## src/acf_pkg.sv

```systemverilog
// shared types and constants of the accumulator machine
// used by the front, the queue, the back, the top level and the checker
package acf_pkg;

	localparam int WORD_W     = 32;
	localparam int CELL_AW    = 10;
	localparam int STATUS_W   = 3;
	localparam int IN_DATA_W  = 80;
	localparam int OUT_DATA_W = 104;
	localparam int QUEUE_DEPTH = 2;

	// opcode words
	localparam logic [WORD_W-1:0] OP_EXIT      = 32'd0;
	localparam logic [WORD_W-1:0] OP_LOAD_ARG  = 32'd1;
	localparam logic [WORD_W-1:0] OP_AC_MBR    = 32'd2;
	localparam logic [WORD_W-1:0] OP_AC_MAR    = 32'd3;
	localparam logic [WORD_W-1:0] OP_MBR_AC    = 32'd4;
	localparam logic [WORD_W-1:0] OP_MAR_AC    = 32'd5;
	localparam logic [WORD_W-1:0] OP_MEM_LOAD  = 32'd6;
	localparam logic [WORD_W-1:0] OP_MEM_STORE = 32'd7;
	localparam logic [WORD_W-1:0] OP_ADD       = 32'd8;
	localparam logic [WORD_W-1:0] OP_MUL       = 32'd9;
	localparam logic [WORD_W-1:0] OP_AND       = 32'd10;
	localparam logic [WORD_W-1:0] OP_OR        = 32'd11;
	localparam logic [WORD_W-1:0] OP_JUMP_NZ   = 32'd12;
	localparam logic [WORD_W-1:0] OP_NOP       = 32'd13;

	// status codes
	localparam logic [STATUS_W-1:0] STAT_OK      = 3'd0;
	localparam logic [STATUS_W-1:0] STAT_FETCH   = 3'd1;
	localparam logic [STATUS_W-1:0] STAT_LOAD    = 3'd2;
	localparam logic [STATUS_W-1:0] STAT_STORE   = 3'd3;
	localparam logic [STATUS_W-1:0] STAT_UNKNOWN = 3'd4;

	// request kinds
	localparam logic REQ_WRITE = 1'b0;
	localparam logic REQ_STEP  = 1'b1;

	// classified request as it travels through the queue
	typedef struct packed {
		logic               is_step;
		logic               wr_ok;
		logic [CELL_AW-1:0] addr;
		logic [WORD_W-1:0]  opc;
		logic [WORD_W-1:0]  arg;
	} acf_req_t;

	// one result
	typedef struct packed {
		logic                halted;
		logic [STATUS_W-1:0] status;
		logic [WORD_W-1:0]   op;
		logic [WORD_W-1:0]   pc;
		logic [WORD_W-1:0]   acc;
	} acf_res_t;

	// flow control seen by the front
	typedef struct packed {
		logic queue_full;
		logic clearing;
	} acf_front_ctl_t;

endpackage

```

## src/acf_fifo.sv

```systemverilog
// short request queue between the front and the back
// depends on acf_pkg
module acf_fifo (
	input  logic              clk,
	input  logic              arst_n,
	input  logic              push,
	input  acf_pkg::acf_req_t push_req,
	input  logic              pop,
	output acf_pkg::acf_req_t head,
	output logic              full,
	output logic              empty
);
	import acf_pkg::*;

	localparam int PW = (QUEUE_DEPTH > 1) ? $clog2(QUEUE_DEPTH) : 1;
	localparam int CW = $clog2(QUEUE_DEPTH + 1);

	acf_req_t        entry_q [QUEUE_DEPTH];
	logic [PW-1:0]   wr_ptr_q;
	logic [PW-1:0]   rd_ptr_q;
	logic [CW-1:0]   count_q;

	assign full  = (count_q == CW'(QUEUE_DEPTH));
	assign empty = (count_q == '0);
	assign head  = entry_q[rd_ptr_q];

	// pointers and fill level
	always_ff @(posedge clk or negedge arst_n) begin
		if (!arst_n) begin
			wr_ptr_q <= '0;
			rd_ptr_q <= '0;
			count_q  <= '0;
		end else begin
			if (push)
				wr_ptr_q <= (wr_ptr_q == PW'(QUEUE_DEPTH - 1)) ? '0 : wr_ptr_q + 1'b1;
			if (pop)
				rd_ptr_q <= (rd_ptr_q == PW'(QUEUE_DEPTH - 1)) ? '0 : rd_ptr_q + 1'b1;
			if (push && !pop)
				count_q <= count_q + 1'b1;
			else if (pop && !push)
				count_q <= count_q - 1'b1;
		end
	end

	// entry storage
	always_ff @(posedge clk) begin
		if (push)
			entry_q[wr_ptr_q] <= push_req;
	end

endmodule

```

## config.mk

```make
export PLATFORM = sky130hd
export DESIGN_NAME = acf_fifo
export DESIGN_NICKNAME = d
export VERILOG_FILES = /design/src/acf_pkg.sv /design/src/acf_fifo.sv
export SDC_FILE = /design/constraint.sdc
export NUM_CORES = 1
export LEC_CHECK = 0
export ABC_AREA = 1
export CORE_MARGIN = 2
export CORE_UTILIZATION = 46
export CTS_CLUSTER_DIAMETER = 50
export DETAILED_ROUTE_END_ITERATION = 6
export DONT_BUFFER_PORTS = 1
export PLACE_DENSITY = 0.68
export SLEW_MARGIN = 20
export SYNTH_ARGS = -nofsm -noshare
export SYNTH_HDL_FRONTEND = slang
export SYNTH_SLANG_ARGS = --single-unit
```

## constraint.sdc

```tcl
create_clock -name clk -period 4.7 [get_ports clk]
set_input_delay 0.94 -clock clk [delete_from_list [all_inputs] [get_ports clk]]
set_output_delay 0.94 -clock clk [all_outputs]
set_load 0.005 [all_outputs]
```

==> results of run 1 <==
-- per-layer routing --
| layer | routed length (um) | up-vias | global-route usage [%] |
|---|---|---|---|
| li1 | - | 1049 | - |
| met1 | 3230 | 1179 | 13.8 |
| met2 | 4530 | 109 | 21.9 |
| met3 | 1280 | 9 | 10.1 |
| met4 | 116 | 0 | 5.49 |
| met5 | 0 | - | 0 |
-- worst max-delay path: stages, from the launching register on --
cell	delay (ns)
dfrtp_4	0.79
buf_16	0.32
mux2_2	0.41
-- worst min path at each step --
stage	start	endpoint	slack (ns)
after global placement	count_q[1]	count_q[1]	0.49
after floorplan	count_q[1]	count_q[1]	0.46
final	arst_n	count_q[0]	0.22
after detailed placement	count_q[1]	count_q[1]	0.51
after global routing	arst_n	count_q[0]	0.19
after CTS	arst_n	rd_ptr_q	0.19
-- report_power, final --
part           total [W]  internal [W]  switching (W)  leakage, nW
Combinational   0.000843      0.000433       0.000410        0.541
Sequential       0.00199       0.00185       0.000138         1.47
Clock            0.00141      0.000890       0.000521        0.296
Total            0.00424       0.00317        0.00107         2.31
-- stage by stage --
stage / power, W / cell area, um2 / instances / hold slack, ns / setup slack, ns
final: 0.00424 / 6680 / 461 / 0.216 / 1.80
after global routing: 0.00444 / 6680 / 461 / 0.187 / 1.68
after CTS: 0.00431 / 6680 / 461 / 0.191 / 1.73
after detailed placement: 0.00289 / 6050 / 429 / 0.509 / 2.19
after global placement: 0.00284 / 5990 / 427 / 0.493 / 2.03
after floorplan: 0.00272 / 5830 / 262 / 0.463 / 0.0226
-- state kept, by name, indices dropped and copies added (netlist names) --
signal,count
entry_q,152
count_q,2
rd_ptr_q,1
wr_ptr_q,1
-- cell usage in the layout (no fill, tap or decap) --
cell type	instances
clkinvlp_4	3
clkbuf_16	17
nor2_1	2
nor2_4	1
clkinv_4	5
nand2_1	5
mux2_4	30
clkinv_2	3
xnor2_1	1
buf_12	1
mux2_2	46
dfrtp_1	3
nand4_1	1
buf_4	1
clkbuf_1	1
ha_1	1
nand3_1	1
dfrtp_4	1
bufinv_16	4
inv_1	6
xor2_1	2
buf_16	2
edfxtp_1	152
-- cells by family after synthesis --
group | share of synthesized area (%)
buf+inv | 1.95
simple gates | 0.709
fa+ha+maj | 0.215
mux | 16.6
xor+xnor | 0.451
flops | 80.1
-- layout make-up --
class / instances / area, um2 / share of cell area (%)
Sequential cell: 156 / 4670 / 69.9
Multi-Input combinational cell: 90 / 1060 / 15.8
Clock buffer: 18 / 429 / 6.43
Tap cell: 172 / 215 / 3.22
Clock inverter: 14 / 196 / 2.94
Timing Repair Buffer: 4 / 82.6 / 1.24
Inverter: 7 / 27.5 / 0.412
==> reports/qor.yml, run 1 <==
outcome: "finished, final reports clean"
initial_core_util_pct: 46.6
crit_path_start: "rd_ptr_q"
row_count: 41
cts_root_buffer: "clkbuf_16"
syn_area_mm2: 0.00583
htreeDepth: 4
synth_warnings: 0
timing.rr.start: "wr_ptr_q"
cts.clk_slew.worst_paths_ns: 0.06
crit_fanout: 46
nets: 357
hpwl_um: 5980
holdBufCountCts: 0
die_h_um: 117
num_vias: 2346
avgSynthCellArea_um2: 22.2
r2r_cells: 3
antenna_found_initial: 0
synth.most_common_cell: "edfxtp_1"
gr-total-overflow: 0
vdd_ir_drop_max_v: 0.000454
syn-num-nets: 343
routed_wl_um: 9160
diodes: 0
postCtsSetupRepairBufs: 0
setup-violations-final: 0
cts_buffer_depth: 2
insertion_delay_ns: 0.41
crit_path_end: "head[52]"
fmax_mhz: 345
worst_setup_path_end_kind: "output pin"
grt_first_pass_wirelength_um: 13300
r2r_setup_slack_ns: 2.75
grt_max_degree: 47
core_area_mm2: 0.0125
drtPass1Iterations: 4
r2r-end: "entry_q[1][34]"
synth_edf_count: 152
grtUsageTotal_pct: 13.7
worstPathArrival_ns: 1.96
worstSetupStartpointType: "flip-flop"
routed_via_density: 5.09
synth_common_cells: "edfxtp_1, mux2_2, mux2_4, inv_1, nand2_1"
fin_tns_setup_ns: 0
fin_crit_ns: 2.90
skew_ns: 0.00827
slew_viol_final: 0
grt_pass1_vias: 2438
rsz0062_at_grt: "false"
synthToLayoutAreaGrowth_pct: 14.6
gp_congestion: 0.673
die_width_um: 117
synthDominantCellAreaShare_pct: 78.3
synth.top_cells.by_area: "edfxtp_1, mux2_2, mux2_4"
cts_tree: "yes"
cts_buffers: 17
seq_area_frac_synth_pct: 80.1
drc: 0
ys.flop_type: "edfxtp_1"
cts_resized: 0
drv_cap: 0
yosys.area.top_type: "edfxtp_1"
wl_per_cell_um: 19.9
drive_above_1_share_pct: 39.4
hp-class: "in -> async"
io_buffers: 0
leakage_nw: 2.31
async_flop_share_pct: 2.56
ios: 158
ant_nets: 0
cts_num_sinks: 156
crit_required_ns: 3.76
worstSetupPathType: "reg -> out"
powerDensity_mw_per_mm2: 636
ys_types: 15
final_util_pct: 53.3
synthCells: 262
synth_seq_cells: 156
fin_crit_sh_pct: 61.7
relSlewSlack_pct: 53.8
hold_violations: 0
drtIter0Drc: 143
tightest_slew_ns: 0.692
die_area_mm2: 0.0136
n_fill_cell: 1011
(Power assumes the default switching activity.)
==> inputs of run 2 (changes only) <==
- ABC_AREA: 1 -> 0
- PLACE_DENSITY: 0.68 -> 0.7
- clock period: 4.7 -> 2.4 ns (I/O delays scaled with it)
==> reports/qor.yml, run 2 <==
hold_violations: 0
critical_path.top_delay_family: "flip-flops"
outcome: "finished, final reports clean"
cts_buffers: 17
drv_cap: 0
synth.top_cells.by_area: "edfxtp_1, mux2_2, mux2_4"
crit_cells: 2
gr-total-overflow: 0
synthToLayoutAreaGrowth_pct: 13.5
skew_ns: 0.00469
timing.rr.start: "wr_ptr_q"
cp_num_buf_inv: 1
insertion_delay_ns: 0.42
synth_top_family_by_area: "multiplexers"
hpwl_um: 5940
layout_common_cells: "edfxtp_1, mux2_2, mux2_4, clkbuf_16"
synthCells: 253
synthXorXnorAreaFrac_pct: 0.754
cts_tree: "yes"
drc: 0
wl_per_cell_um: 20.0
crit_chain: "buf_12 -> mux2_2"
n_fill_cell: 964
crit_path_start: "rd_ptr_q"
grtUsageTotal_pct: 13.7
cts_buffer_depth: 2
reg.largest.list: "entry_q (152), count_q (2)"
final_util_pct: 52.9
cts_root_buffer: "clkbuf_16"
routed_via_density: 5.08
avgSynthCellArea_um2: 23.0
r2r_setup_slack_ns: 0.98
rsz0062_at_grt: "false"
crit_fanout: 31
gp_congestion: 0.718
worstSetupPathType: "reg -> out"
synthDominantCellAreaShare_pct: 78.6
worst_setup_path_end_kind: "output pin"
ant_nets: 0
drtIter0Drc: 110
hp-class: "in -> reg"
grt_pass1_vias: 2442
cp_slowest_cell: "dfrtp_4"
worstSetupStartpointType: "flip-flop"
tightest_slew_ns: 0.571
slew_viol_final: 0
cts_num_sinks: 156
syn-num-nets: 334
synth.most_common_cell: "edfxtp_1"
synth_warnings: 0
routed_wl_um: 9120
fin_tns_setup_ns: 0
die_width_um: 116
htreeDepth: 4
crit_path_end: "head[56]"
largest_register_ffs: 152
synth_edf_count: 152
r2r-end: "entry_q[0][33]"
max_stage_delay_ns: 0.63
initial_core_util_pct: 46.6
fmax_mhz: 452
seq_area_frac_synth_pct: 80.3
leakage_nw: 2.26
worstPathArrival_ns: 1.73
grt_max_degree: 43
fin_ws_ns: 0.186
die_h_um: 116
crit_required_ns: 1.92
r2r_cells: 2
grt_first_pass_wirelength_um: 13100
syn_area_mm2: 0.00581
synthAdderAreaFrac_pct: 0.215
drive_above_1_share_pct: 40.3
synth_common_cells: "edfxtp_1, mux2_2, mux2_4"
cts.clk_slew.worst_paths_ns: 0.06
vdd_ir_drop_max_v: 0.000661
ios: 158
nets: 351
layout_commonest_cell: "edfxtp_1"
power_w: 0.00798
row_count: 41
post-place-ws_ns: 0.604
ys_types: 14
relSlewSlack_pct: 61.9
ys.flop_type: "edfxtp_1"
fin_crit_ns: 2.21
core_area_mm2: 0.0125
synth_seq_cells: 156
powerDensity_mw_per_mm2: 1210
drtPass1Iterations: 4
diodes: 0
synthSimpleGateAreaFrac_pct: 0.452
synth-compound-area-share_pct: 0
fin_crit_sh_pct: 92.2
io_buffers: 0
antenna_found_initial: 0
async_flop_share_pct: 2.56
yosys.area.top_type: "edfxtp_1"
muxShareOfSynthArea_pct: 16.7
die_area_mm2: 0.0135
num_vias: 2311
largest-register: "entry_q"
setup-violations-final: 0
-- run 2: cell count changes after synthesis --
cell and delta:
inv_1 -6, xor2_1 +2, nor2b_1 +2, nor2_1 -1
nand3_1 -1, nand4_1 -1, nand2_1 -5, and2_1 +1
-- run 2: what timing repair did --
| item | CTS | global route |
|---|---|---|
| setup buffers | 0 | 0 |
| hold endpoints to repair | 4 | 0 |
| hold buffers | 1 | 0 |
| gates resized for setup | 0 | 0 |
-- run 2: area by class of cell --
| type | instances | area, um2 | share of cell area (%) |
|---|---|---|---|
| clock buffers | 17 | 425 | 6.45 |
| well taps | 172 | 215 | 3.26 |
| flip-flops and latches | 156 | 4670 | 70.8 |
| inverters | 1 | 3.75 | 0.0569 |
| clock inverters | 15 | 125 | 1.90 |
| multi-input cells | 87 | 1060 | 16.1 |
| repair buffers | 7 | 92.6 | 1.40 |
-- run 2: cell families (layout without fill, tap and decap cells) --
kind of cell,Yosys count,after routing
DFF,156,156
muxes,76,76
buffers and inverters,10,40
xor gates and xnor gates,5,5
and+or+nand+nor,5,5
adders and majority gates,1,1
-- run 2: metal layers --
metal	GRT usage [%]	share of wire [%]	routed length, um	vias to the layer above
li1	-	-	-	1030
met1	13.1	35	3160	1154
met2	22.9	51	4640	111
met3	8.46	12	1130	16
met4	7.38	2.1	191	0
met5	0	0	0	-
-- run 2: report_power, final --
group	total, W	leakage, nW	switching (W)	internal, W
logic	0.00171	0.525	0.000848	0.000857
registers	0.00383	1.47	0.000210	0.00362
clock network	0.00245	0.258	0.00103	0.00142
-- run 2: how the worst min path moves through the flow --
stage / startpoint / end / slack, ns / cells past startpoint
final: pop / rd_ptr_q / 0.14 / 1
after detailed placement: arst_n / count_q[1] / 0.18 / 0
after CTS: pop / rd_ptr_q / 0.12 / 1
after global routing: pop / rd_ptr_q / 0.11 / 1
after floorplan: arst_n / count_q[0] / 0.18 / 0
after global placement: arst_n / count_q[1] / 0.18 / 0
-- run 2: stage by stage --
stage                     cell area [um2]  hold slack [ns]  std cells
final                                6590            0.138        455
after global routing                 6590            0.113        455
after CTS                            6590            0.119        455
after detailed placement             6030            0.185        422
after global placement               6030            0.185        422
after floorplan                      5820            0.184        253
==> inputs of run 3 (changes only) <==
- CELL_PAD_IN_SITES_DETAIL_PLACEMENT: default -> 1
- CELL_PAD_IN_SITES_GLOBAL_PLACEMENT: default -> 1
- PLACE_DENSITY: 0.7 -> 0.79
==> reports/qor.yml, run 3 (same netlist as run 2, synthesis figures left out) <==
cts_buffer_depth: 2
cts.clk_slew.worst_paths_ns: 0.06
met3_usage_pct: 8.87
p_int_w: 0.00599
gr-total-overflow: 0
die_width_um: 116
num_vias: 2339
die_area_mm2: 0.0135
outcome: "finished, final reports clean"
row_count: 41
insertion_delay_ns: 0.41
cp_slowest_cell: "dfrtp_4"
worstSetupPathType: "reg -> out"
grt_use_met2_pct: 24.0
nets: 353
fin_tns_setup_ns: 0
relSlewSlack_pct: 67.2
setup-violations-final: 0
layout_commonest_cell: "edfxtp_1"
powerDensity_mw_per_mm2: 1220
fin_crit_ns: 2.15
max_stage_delay_ns: 0.55
routed_wl_um: 9620
ios: 158
cts_buffers: 17
n_fill_cell: 1117
initial_core_util_pct: 46.6
multi_input_area_mm2: 0.00106
cts_num_sinks: 156
largest-register: "entry_q"
crit_fanout: 41
worst_setup_path_end_kind: "output pin"
crit_chain: "buf_12 -> mux2_2"
seq_area_mm2: 0.00467
grt_pass1_vias: 2603
htreeDepth: 4
hold_ws_ns: 0.159
leakage_nw: 2.26
fin_crit_sh_pct: 89.7
vdd_ir_drop_max_v: 0.000549
pwr-share-clk_pct: 31.0
p_switching_w: 0.00205
grt_max_degree: 42
skew_ns: 0.00637
core_area_mm2: 0.0125
wl_per_cell_um: 21.1
fmax_mhz: 465
worstSetupStartpointType: "flip-flop"
hp-class: "in -> reg"
layout_common_cells: "edfxtp_1, mux2_2, mux2_4, clkbuf_16, buf_4"
rsz0062_at_grt: "false"
hold_violations: 0
swShare_pct: 25.5
grt_first_pass_wirelength_um: 14100
drv_cap: 0
grt-busiest-layer: "met2"
antenna_found_initial: 0
cts_root_buffer: "clkbuf_16"
diodes: 0
crit_required_ns: 1.92
reg.largest.list: "entry_q (152), count_q (2)"
grtUsageTotal_pct: 14.6
drive_above_1_share_pct: 39.6
cts_tree: "yes"
met1_usage_pct: 15.0
routed_via_density: 5.12
io_buffers: 0
tightest_slew_ns: 0.492
drc: 0
pwr-share-seq_pct: 47.4
p_comb_share_pct: 21.6
synthToLayoutAreaGrowth_pct: 13.7
ant_nets: 0
hpwl_um: 6640
gp_congestion: 0.688
worstPathArrival_ns: 1.67
largest_register_ffs: 152
postCtsSetupRepairBufs: 0
slew_viol_final: 0
drtIter0Drc: 135
drtPass1Iterations: 4
die_h_um: 116
==> run 3: power groups by stage <==
stage	sequential, W	clock, W	combinational (W)
final	0.00382	0.00249	0.00173
after floorplan	0.00378	0	0.00152
after global routing	0.00387	0.00267	0.00188
after global placement	0.00384	0	0.00173
after detailed placement	0.00388	0	0.00178
after CTS	0.00383	0.00257	0.00178
==> run 3: critical path, delay by kind of cell (launching register included) <==
| family | cells | cell delay [ns] |
|---|---|---|
| buffers and inverters | 1 | 0.28 |
| multiplexers | 1 | 0.39 |
| flip-flops | 1 | 0.55 |
==> run 3: layout make-up <==
type | count | share of cell area [%]
Sequential cell | 156 | 70.7
Multi-Input combinational cell | 87 | 16.1
Clock buffer | 20 | 6.61
Tap cell | 172 | 3.26
Clock inverter | 12 | 1.88
Timing Repair Buffer | 9 | 1.44
Inverter | 1 | 0.0568
==> run 3: metal layers <==
| layer | vias to the layer above | share of wire (%) |
|---|---|---|
| met3 | 12 | 12 |
| li1 | 1036 | - |
| met1 | 1175 | 35 |
| met4 | 0 | 1.5 |
| met2 | 116 | 51 |
| met5 | - | 0 |
==> run 3: final timing paths <==
check                           start             end  slack, ns  cells past startpoint
max                          rd_ptr_q        head[14]       0.25                      2
min                              push        wr_ptr_q       0.16                      1
max reg2reg                  wr_ptr_q  entry_q[1][17]       0.89                      2
min reg2reg                count_q[1]      count_q[1]       0.51                      1
max in group asynchronous      arst_n        rd_ptr_q       1.82                      1
min in group asynchronous      arst_n        rd_ptr_q       0.37                      1
==> run 3: what timing repair did <==
item                                   in CTS  in global routing
endpoints found under the hold margin       4                  0
gates resized for setup                     0                  0
hold buffers                                1                  0
==> run 3: through the flow <==
stage / cell area, um2 / cells / worst slack [ns] / power (W) / util [%]
3_3_place_gp: 6030 / 424 / 0.700 / 0.00557 / 48.4
4_1_cts: 6600 / 457 / 0.216 / 0.00818 / 53.0
3_5_place_dp: 6030 / 424 / 0.669 / 0.00566 / 48.4
5_1_grt: 6600 / 457 / 0.183 / 0.00842 / 53.0
6_report: 6600 / 457 / 0.247 / 0.00804 / 53.0
2_1_floorplan: 5820 / 253 / 0.339 / 0.00530 / -
